`src/design/tms_pkg.sv`:
```
package tms_pkg;

  localparam int PROG_DEPTH_DEF  = 4096;
  localparam int TAPE_DEPTH_DEF  = 1024;
  localparam int STACK_DEPTH_DEF = 64;

  localparam logic [1:0] CMD_LOAD   = 2'd0;
  localparam logic [1:0] CMD_STEP   = 2'd1;
  localparam logic [1:0] CMD_SUPPLY = 2'd2;
  localparam logic [1:0] CMD_INTR   = 2'd3;

  localparam logic [2:0] KIND_NONE = 3'd0;
  localparam logic [2:0] KIND_OUT  = 3'd1;
  localparam logic [2:0] KIND_WAIT = 3'd2;
  localparam logic [2:0] KIND_STOP = 3'd3;
  localparam logic [2:0] KIND_LOOP = 3'd4;
  localparam logic [2:0] KIND_OVF  = 3'd5;

  localparam logic [7:0] OP_DEC   = 8'h2d;
  localparam logic [7:0] OP_INC   = 8'h2b;
  localparam logic [7:0] OP_IN    = 8'h2c;
  localparam logic [7:0] OP_OUT   = 8'h2e;
  localparam logic [7:0] OP_OPEN  = 8'h5b;
  localparam logic [7:0] OP_CLOSE = 8'h5d;
  localparam logic [7:0] OP_LEFT  = 8'h3c;
  localparam logic [7:0] OP_RIGHT = 8'h3e;

  localparam logic [7:0] CHAR_ZERO = 8'h30;
  localparam logic [7:0] CHAR_NINE = 8'h39;

  typedef enum logic [1:0] {
    ST_CLEAR,
    ST_IDLE,
    ST_EXEC,
    ST_SKIP
  } state_t;

  typedef struct packed {
    logic clear_step;
    logic take_item;
    logic run_exec;
    logic run_skip;
  } ctl_t;

  typedef struct packed {
    logic clear_done;
    logic halted;
    logic at_end;
    logic exec_term;
    logic skip_done;
  } stat_t;

  function automatic logic is_op(input logic [7:0] b);
    return b == OP_DEC || b == OP_INC || b == OP_IN || b == OP_OUT ||
           b == OP_OPEN || b == OP_CLOSE || b == OP_LEFT || b == OP_RIGHT;
  endfunction

endpackage

```
`src/design/tms_ctrl.sv`:
```
module tms_ctrl (
  input  logic               clk,
  input  logic               rst,
  input  logic               start,
  input  logic [1:0]         cmd,
  input  tms_pkg::stat_t     stat,
  output tms_pkg::ctl_t      ctl,
  output logic               busy
);

  tms_pkg::state_t state, state_next;

  always_ff @(posedge clk) begin
    if (rst) begin
      state <= tms_pkg::ST_CLEAR;
    end else begin
      state <= state_next;
    end
  end

  always_comb begin
    state_next = state;
    case (state)
      tms_pkg::ST_CLEAR: begin
        if (stat.clear_done) state_next = tms_pkg::ST_IDLE;
      end
      tms_pkg::ST_IDLE: begin
        if (start && cmd == tms_pkg::CMD_STEP && !stat.halted && !stat.at_end) begin
          state_next = tms_pkg::ST_EXEC;
        end
      end
      tms_pkg::ST_EXEC: begin
        state_next = stat.exec_term ? tms_pkg::ST_IDLE : tms_pkg::ST_SKIP;
      end
      tms_pkg::ST_SKIP: begin
        if (stat.skip_done) state_next = tms_pkg::ST_IDLE;
      end
      default: state_next = tms_pkg::ST_CLEAR;
    endcase
  end

  always_comb begin
    ctl  = '0;
    busy = 1'b1;
    case (state)
      tms_pkg::ST_CLEAR: ctl.clear_step = 1'b1;
      tms_pkg::ST_IDLE: begin
        busy          = 1'b0;
        ctl.take_item = start;
      end
      tms_pkg::ST_EXEC: ctl.run_exec = 1'b1;
      tms_pkg::ST_SKIP: ctl.run_skip = 1'b1;
      default: ctl = '0;
    endcase
  end

endmodule

```
`config.mk`:
```
export PLATFORM = sky130hd
export DESIGN_NAME = tms_ctrl
export DESIGN_NICKNAME = d
export VERILOG_FILES = /design/src/design/tms_pkg.sv /design/src/design/tms_ctrl.sv
export SDC_FILE = /design/constraint.sdc
export NUM_CORES = 1
export LEC_CHECK = 0
export BUFFER_PORTS_ARGS = -buffer_cell sky130_fd_sc_hd__buf_2
export CAP_MARGIN = 20
export CORE_AREA = 4 4 41 43
export DETAILED_ROUTE_END_ITERATION = 16
export DIE_AREA = 0 0 45 47
export PLACE_DENSITY_LB_ADDON = 0.08
export SYNTH_ARGS = -nofsm -noshare
export SYNTH_HDL_FRONTEND = slang
export SYNTH_SLANG_ARGS = --single-unit
```
`constraint.sdc`:
```
create_clock -name clk -period 1.2 [get_ports clk]
set_input_delay 0.24 -clock clk [delete_from_list [all_inputs] [get_ports clk]]
set_output_delay 0.24 -clock clk [all_outputs]
set_load 0.01 [all_outputs]
```
==> impl_summary.log, run 1 <==
INFO  metric status = complete, but fails checks
INFO  metric violated_checks = negative setup slack
INFO  metric chipHeight = 47 microns
INFO  metric mappedNetlistArea = 204 sq um
INFO  metric placementRows = 13
INFO  metric drt_iter0_markers = 0
INFO  metric vdd.ir_drop.worst = 0.414 mV
INFO  metric cp_slowest_cell = sky130_fd_sc_hd__dfxtp_2
INFO  metric start_util = 15.7%
INFO  metric placeableCoreArea = 0.00130 sq mm
INFO  metric slew-limit-headroom = 87.4%
INFO  metric clockRootBuffer = sky130_fd_sc_hd__clkbuf_4
INFO  metric timing_worst_slew_pin_value = 0.189 ns
INFO  metric drive_above_1_share = 70.5%
INFO  metric routabilityCongestion = 0.639
INFO  metric antenna_cells_inserted = 0
INFO  metric slowest_delay = 0.34 ns
INFO  metric rsz0062_at_grt = true
INFO  metric setup_viol = 4
INFO  metric critPathMaxFanout = 3
INFO  metric syn-instance-count = 24
INFO  metric detail_route.first_pass.iterations = 1
INFO  metric cts.sinks = 2
INFO  metric io_buffers = 14
INFO  metric clock.fmax = 788 MHz
INFO  metric grt_start_max_net_pins = 5
INFO  metric clkTransAtPathRegs = 0.03 ns
INFO  metric h-tree-depth = 1
INFO  metric timing.critical_path.max_delay_family = flip-flops
INFO  metric critical_path.endpoint_type = output port
INFO  metric wl_per_cell = 10.8 microns
INFO  metric antenna_violations_before_repair = 0
INFO  metric cp.buffers_inverters = 2
INFO  metric avgViaCountPerCell = 3.93
INFO  metric hold_violations = 0
INFO  metric leakage = 0.179 nW
INFO  metric design.portCount = 15
INFO  metric startpoint_type = register
INFO  metric cts_max_path_buffers = 2
INFO  metric die-area = 0.00212 sq mm
INFO  metric final_critical_path_time_including_i_o_delays_and_setup = 1.27 ns
INFO  metric total_power = 0.375 mW
INFO  metric netlist_top_cells_area = sky130_fd_sc_hd__ha_1 (25%), sky130_fd_sc_hd__dfxtp_1 (20%), sky130_fd_sc_hd__inv_1 (11%), sky130_fd_sc_hd__nor4b_2 (7.4%), sky130_fd_sc_hd__nand2b_1 (6.1%)
INFO  metric die_width = 45 microns
INFO  metric distinct_cell_type_count_after_synthesis = 13
INFO  metric layout_setup_ws = -0.0695 ns
INFO  metric overflow_left_after_global_routing = 0
INFO  metric crit_arrival = 1.03 ns
INFO  metric dp_hpwl = 473 microns
INFO  metric cts_hold_buf = 0
INFO  metric cts_tree = built
INFO  metric finClkSkew = 0.00368 ns
INFO  metric yosys_warnings = 0
INFO  metric maxSlewViolCount = 0
INFO  metric maxCapViolations = 0
INFO  metric synth.yosys.seq_area_share = 19.6%
INFO  metric grt_pass1_vias = 232
INFO  metric synth_area_per_cell = 8.50 sq um
INFO  metric num_vias = 232
INFO  metric post-synth-top-area-fraction = 24.5%
INFO  metric cts_inserted_buffers = 3
INFO  metric crit_chain = inv_2 > ha_4 > and2_1 > buf_2
INFO  metric drtAntennaViolNets = 0
INFO  metric synth_top_area_cell = sky130_fd_sc_hd__ha_1
INFO  metric nNetsFinal = 60
INFO  metric worstSetupPathType = register to output port
INFO  metric reg_top3 = state x2
INFO  metric flip_flop_and_latch_count_after_synthesis = 2
INFO  metric synth.net_count = 38
INFO  metric worstHoldPathType = input pin to register
INFO  metric largest_register_ffs = 2
INFO  metric clkLatencyLatePin = 0.23 ns
INFO  metric grt_first_pass_wirelength = 1010 microns
INFO  metric finalCritPeriodShare = 106%
INFO  metric drt_drc_violations_left = 0
INFO  metric worst_ep_required_time = 0.96 ns
INFO  metric pre_cts_ws = -0.00545 ns
INFO  metric mostFrequentLayoutCell = sky130_fd_sc_hd__buf_2
INFO  metric detail_route.wirelength = 637 microns
INFO  metric top_register = state
INFO  metric grt.total_usage = 7.56%
INFO  metric cellPowerDensity = 945 mW/mm^2
INFO  metric flow.area_growth_from_synthesis = 94.5%
INFO  metric nFillCells = 155
routing by layer:
layer,track usage [%],part of all wire [%]
met1,6.98,41
met2,10.7,49
met3,2.30,7.2
met4,12.3,3.0
met5,0,0
worst paths after layout:
kind              depth (start not counted)  slack, ns       end      from
setup reg to reg                          6       0.02  state[1]  state[1]
hold / removal                            2       0.19  state[0]       rst
setup / recovery                          4      -0.07    ctl[2]  state[1]
hold reg to reg                           2       0.53  state[0]  state[0]
cell usage after synthesis:
cell	count
sky130_fd_sc_hd__ha_1	4
sky130_fd_sc_hd__o22ai_2	1
sky130_fd_sc_hd__nor4b_2	1
sky130_fd_sc_hd__dfxtp_1	2
sky130_fd_sc_hd__nand3b_1	1
sky130_fd_sc_hd__a21oi_1	1
sky130_fd_sc_hd__and2_1	1
sky130_fd_sc_hd__nand2b_1	2
sky130_fd_sc_hd__nand2_1	1
sky130_fd_sc_hd__mux2i_1	1
sky130_fd_sc_hd__o21ai_0	2
sky130_fd_sc_hd__inv_1	6
sky130_fd_sc_hd__a21oi_2	1
layout make-up:
cell class                      instances  area (sq um)  share of cell area [%]
Multi-Input combinational cell         16           176                    44.5
Timing Repair Buffer                   17           111                    28.1
Sequential cell                         2          45.0                    11.4
Clock buffer                            3          22.5                    5.68
Inverter                                6          22.5                    5.68
Tap cell                               15          18.8                    4.73
per-stage QoR:
step | area, sq um | TNS, ns | util [%] | hold slack (ns) | cells
global placement | 300 | -0.00336 | 23.1 | 0.422 | 54
CTS | 375 | -0.213 | 28.8 | 0.171 | 58
finish | 397 | -0.157 | 30.5 | 0.193 | 59
detailed placement | 300 | -0.00545 | 23.1 | 0.429 | 54
floorplan | 204 | 0 | - | 0.309 | 24
global route | 397 | -0.447 | 30.5 | 0.195 | 59
where the power goes:
group / leakage (nW) / internal, mW / switching [mW]
combinational: 0.148 / 0.0757 / 0.0655
clock: 0.0138 / 0.110 / 0.0384
sequential: 0.0175 / 0.0751 / 0.00968
total: 0.179 / 0.261 / 0.114
cells by family (layout without fill, tap and decap cells):
| family | count (synthesis) | after routing | synth area share [%] |
|---|---|---|---|
| AND/OR/NAND/NOR | 6 | 6 | 22.1 |
| buffers and inverters | 6 | 26 | 11.0 |
| AO/OA/AOI/OAI | 5 | 5 | 17.8 |
| adder cells (fa/ha/maj) | 4 | 4 | 24.5 |
| flip-flops | 2 | 2 | 19.6 |
| multiplexers | 1 | 1 | 4.91 |
what timing repair did:
| action | 4_1_cts | 5_1_grt |
|---|---|---|
| endpoints found under the setup margin | 5 | 7 |
| buffers inserted | 1 | 1 |
| gates resized for setup | 12 | 4 |
| pin swaps | 0 | 1 |
Note: power is estimated with default switching activity, not from simulation.
==> run 2: changes to the inputs <==
- clock period: 1.2 -> 1.1 ns (I/O delays scaled with it)
==> impl_summary.log, run 2 (synthesis gave the netlist of run 1 again) <==
INFO  metric status = complete, but fails checks
INFO  metric violated_checks = negative setup slack
INFO  metric worstHoldPathType = input pin to register
INFO  metric critical_path.endpoint_type = output port
INFO  metric crit_chain = inv_4 > ha_4 > and2_1 > buf_2
INFO  metric mostFrequentLayoutCell = sky130_fd_sc_hd__buf_2
INFO  metric reg_top3 = state x2
INFO  metric grt_first_pass_wirelength = 938 microns
INFO  metric drt_iter0_markers = 0
INFO  metric startpoint_type = register
INFO  metric design.portCount = 15
INFO  metric die-area = 0.00212 sq mm
INFO  metric drt_drc_violations_left = 0
INFO  metric flow.area_growth_from_synthesis = 106%
INFO  metric h-tree-depth = 1
INFO  metric critPathMaxFanout = 4
INFO  metric nFillCells = 144
INFO  metric rsz0062_at_grt = true
INFO  metric detail_route.wirelength = 618 microns
INFO  metric grt_start_max_net_pins = 5
INFO  metric placedCellCount = 54
INFO  metric slew-limit-headroom = 86.9%
INFO  metric clkTransAtPathRegs = 0.03 ns
INFO  metric placeableCoreArea = 0.00130 sq mm
INFO  metric finClkSkew = 0.0000850 ns
INFO  metric cts_inserted_buffers = 3
INFO  metric antenna_cells_inserted = 0
INFO  metric maxCapViolations = 0
INFO  metric timing.critical_path.max_delay_family = flip-flops
INFO  metric timing_worst_slew_pin_value = 0.196 ns
INFO  metric worstSetupPathType = register to output port
INFO  metric dp_hpwl = 463 microns
INFO  metric crit_arrival = 1.03 ns
INFO  metric p_int = 0.290 mW
INFO  metric die_width = 45 microns
INFO  metric p_clk_share = 38.5%
INFO  metric setup_viol = 7
INFO  metric largest_register_ffs = 2
INFO  metric leakage = 0.181 nW
INFO  metric setup.worst_path.start = state[1]
INFO  metric routabilityCongestion = 0.736
INFO  metric hold_violations = 0
INFO  metric nNetsFinal = 60
INFO  metric r2r-start = state[1]
INFO  metric io_buffers = 14
INFO  metric final_core_util = 32.3%
INFO  metric cp-endpoint = ctl[2]
INFO  metric power.switching_fraction = 30.8%
INFO  metric combPwrFrac = 38.3%
INFO  metric chipHeight = 47 microns
INFO  metric slowest_delay = 0.36 ns
INFO  metric wl_per_cell = 10.5 microns
INFO  metric top_register = state
INFO  metric layout_setup_ws = -0.148 ns
INFO  metric cts_hold_buf = 0
INFO  metric grt.total_usage = 6.30%
INFO  metric cellPowerDensity = 995 mW/mm^2
INFO  metric drtAntennaViolNets = 0
INFO  metric overflow_left_after_global_routing = 0
INFO  metric cts_tree = built
INFO  metric timing.reg2reg.setup_slack = -0.06 ns
INFO  metric detail_route.first_pass.iterations = 1
INFO  metric cts.sinks = 2
INFO  metric cp.buffers_inverters = 2
INFO  metric placementRows = 13
INFO  metric layout.cells.most_common_list = sky130_fd_sc_hd__buf_2 (11), sky130_fd_sc_hd__buf_6 (4), sky130_fd_sc_hd__ha_4 (3), sky130_fd_sc_hd__clkbuf_4 (3)
INFO  metric finalCritPeriodShare = 113%
INFO  metric grt_pass1_vias = 255
INFO  metric clockRootBuffer = sky130_fd_sc_hd__clkbuf_4
INFO  metric drive_above_1_share = 75.0%
INFO  metric reg_to_reg_endpoint = state[1]
INFO  metric r2r.worst_path.cells = 6
INFO  metric num_vias = 231
INFO  metric start_util = 15.7%
INFO  metric clkLatencyLatePin = 0.22 ns
INFO  metric power_switching = 0.129 mW
INFO  metric cp_slowest_cell = sky130_fd_sc_hd__dfxtp_4
INFO  metric final_critical_path_time_including_i_o_delays_and_setup = 1.25 ns
INFO  metric avgViaCountPerCell = 3.92
INFO  metric antenna_violations_before_repair = 0
INFO  metric worst_ep_required_time = 0.88 ns
INFO  metric clock.fmax = 801 MHz
INFO  metric finalNonFillerCells = 59
INFO  metric cts_max_path_buffers = 2
INFO  metric maxSlewViolCount = 0
INFO  metric final.setup.tns = -0.617 ns
INFO  metric sequentialPowerShare = 23.3%
INFO  metric vdd.ir_drop.worst = 0.625 mV
INFO  metric timing.critical_path.depth = 4
[run 2: per-layer routing]
layer | part of all wire, % | track usage (%) | wire (microns)
met3 | 7.9 | 2.68 | 49
met4 | 0 | 5.26 | 0
met5 | 0 | 0 | 0
met1 | 37 | 5.42 | 228
met2 | 55 | 11.3 | 341
[run 2: final cells by class]
cell class	instances	area (sq um)	share of cell area [%]
multi-input cells	16	189	44.9
repair buffers	17	115	27.4
flip-flops and latches	2	47.5	11.3
inverters	6	27.5	6.55
clock buffers	3	22.5	5.36
well taps	15	18.8	4.46
[run 2: per-stage QoR]
stage	power [mW]	cell area (sq um)	hold WS (ns)	setup WS [ns]
5_1_grt	0.460	420	0.159	-0.197
2_1_floorplan	0.158	206	0.289	0.00224
4_1_cts	0.426	394	0.157	-0.166
6_report	0.418	420	0.167	-0.148
3_5_place_dp	0.206	303	0.406	-0.0923
3_3_place_gp	0.206	303	0.408	-0.0960
[run 2: worst min path at each step]
stage,from,endpoint,slack [ns],cells past startpoint
global route,rst,state[0],0.16,2
floorplan,rst,state[0],0.29,1
CTS,rst,state[0],0.16,2
global placement,rst,state[0],0.41,2
finish,rst,state[0],0.17,2
detailed placement,rst,state[0],0.41,2
[run 2: what timing repair did]
action,in CTS,in global routing
gates resized for setup,18,4
setup endpoints to repair,7,7
pin swaps,1,0
setup buffers,1,1
[run 2: power by group through the flow]
stage	combinational, mW	clock (mW)	sequential [mW]
after floorplan	0.0715	0	0.0865
final	0.160	0.161	0.0973
after global placement	0.116	0	0.0893
after detailed placement	0.117	0	0.0889
after global routing	0.176	0.186	0.0982
after CTS	0.157	0.173	0.0950
==> run 3: changes to the inputs <==
- clock period: 1.1 -> 1.5 ns (I/O delays scaled with it)
==> impl_summary.log, run 3 (synthesis gave the netlist of run 1 again) <==
INFO  metric status = completed
INFO  metric drt_iter0_markers = 0
INFO  metric io_buffers = 14
INFO  metric mostFrequentLayoutCell = sky130_fd_sc_hd__buf_2
INFO  metric final_critical_path_time_including_i_o_delays_and_setup = 1.41 ns
INFO  metric antenna_cells_inserted = 0
INFO  metric die_width = 45 microns
INFO  metric cts.repair_timing.setup_buffer_count = 0
INFO  metric critPathMaxFanout = 4
INFO  metric grt_start_max_net_pins = 5
INFO  metric crit_chain = inv_1 > ha_1 > and2_1 > buf_2
INFO  metric clkLatencyLatePin = 0.22 ns
INFO  metric antenna_violations_before_repair = 0
INFO  metric worst_ep_required_time = 1.20 ns
INFO  metric routabilityCongestion = 0.669
INFO  metric timing_worst_slew_pin_value = 0.202 ns
INFO  metric rsz0062_at_grt = false
INFO  metric slowest_delay = 0.34 ns
INFO  metric avgViaCountPerCell = 3.80
INFO  metric crit_arrival = 1.11 ns
INFO  metric chipHeight = 47 microns
INFO  metric grt.total_usage = 5.98%
INFO  metric cts_inserted_buffers = 3
INFO  metric grt_pass1_vias = 242
INFO  metric detail_route.wirelength = 540 microns
INFO  metric placeableCoreArea = 0.00130 sq mm
INFO  metric h-tree-depth = 1
INFO  metric final.setup.tns = 0 ns
INFO  metric hold_violations = 0
INFO  metric drive_above_1_share = 51.2%
INFO  metric maxSlewViolCount = 0
INFO  metric cts.sinks = 2
INFO  metric num_vias = 213
INFO  metric placementRows = 13
INFO  metric cp_slowest_cell = sky130_fd_sc_hd__dfxtp_2
INFO  metric cts_hold_buf = 0
INFO  metric nNetsFinal = 57
INFO  metric overflow_left_after_global_routing = 0
INFO  metric maxCapViolations = 0
INFO  metric vdd.ir_drop.worst = 0.281 mV
INFO  metric drtAntennaViolNets = 0
INFO  metric dp_hpwl = 484 microns
INFO  metric cts_max_path_buffers = 2
INFO  metric final_core_util = 24.3%
INFO  metric largest_register_ffs = 2
INFO  metric clockRootBuffer = sky130_fd_sc_hd__clkbuf_4
INFO  metric drt_drc_violations_left = 0
INFO  metric worstHoldPathType = input pin to register
INFO  metric wl_per_cell = 9.64 microns
INFO  metric setup_viol = 0
INFO  metric layout.cells.most_common_list = sky130_fd_sc_hd__buf_2 (14), sky130_fd_sc_hd__inv_1 (6), sky130_fd_sc_hd__ha_1 (4)
INFO  metric leakage = 0.161 nW
INFO  metric startpoint_type = register
INFO  metric top_register = state
INFO  metric finClkSkew = 0.000528 ns
INFO  metric finalCritPeriodShare = 94.0%
INFO  metric reg_top3 = state x2
INFO  metric die-area = 0.00212 sq mm
INFO  metric flow.area_growth_from_synthesis = 55.2%
INFO  metric cellPowerDensity = 820 mW/mm^2
INFO  metric clkTransAtPathRegs = 0.03 ns
INFO  metric clock.fmax = 710 MHz
INFO  metric design.portCount = 15
INFO  metric cts_tree = built
INFO  metric detail_route.first_pass.iterations = 1
INFO  metric slew-limit-headroom = 86.6%
INFO  metric grt_first_pass_wirelength = 855 microns
INFO  metric start_util = 15.7%
INFO  metric worstSetupPathType = register to output port
INFO  metric critical_path.endpoint_type = output port
-- run 3: what timing repair did --
| item | in CTS | in global routing |
|---|---|---|
| endpoints found under the setup margin | 0 | 2 |
| resized for setup | 0 | 1 |
| hold endpoints to repair | 0 | 0 |
-- run 3: worst paths after layout --
| check | slack, ns | from | cells after the start | endpoint |
|---|---|---|---|---|
| setup / recovery | 0.09 | state[1] | 4 | ctl[2] |
| hold / removal | 0.26 | rst | 2 | state[0] |
| setup reg to reg | 0.31 | state[0] | 6 | state[1] |
| hold reg to reg | 0.49 | state[1] | 2 | state[1] |
-- run 3: worst max-delay path, delay by kind of cell (launching register included) --
kind	cells	cell delay, ns
adders and majority gates	1	0.21
and+or+nand+nor	1	0.14
buffers and inverters	2	0.19
DFF	1	0.34
-- run 3: per-layer routing --
layer	track usage, %	vias to the layer above	part of all wire, %
met2	10.2	10	53
li1	-	112	-
met5	0	-	0
met3	0.383	0	12
met1	5.41	91	35
met4	8.77	0	0
-- run 3: through the flow --
stage	instance area [sq um]	power (mW)	setup WS [ns]	hold WS, ns	std cells
after floorplan	204	0.115	0.358	0.369	24
after global placement	293	0.149	0.270	0.493	53
after detailed placement	293	0.148	0.257	0.484	53
after CTS	315	0.270	0.0178	0.250	56
after global routing	317	0.281	0.0104	0.264	56
final	317	0.259	0.0907	0.257	56
-- run 3: cell type report --
class                           count  area (sq um)
Clock buffer                        3          22.5
Fill cell                         160           985
Inverter                            6          22.5
Multi-Input combinational cell     16           141
Sequential cell                     2          41.3
Tap cell                           15          18.8
Timing Repair Buffer               14          70.1
-- run 3: power by group --
part	switching, mW	internal [mW]
clock	0.0265	0.0879
sequential	0.00522	0.0592
combinational	0.0410	0.0396
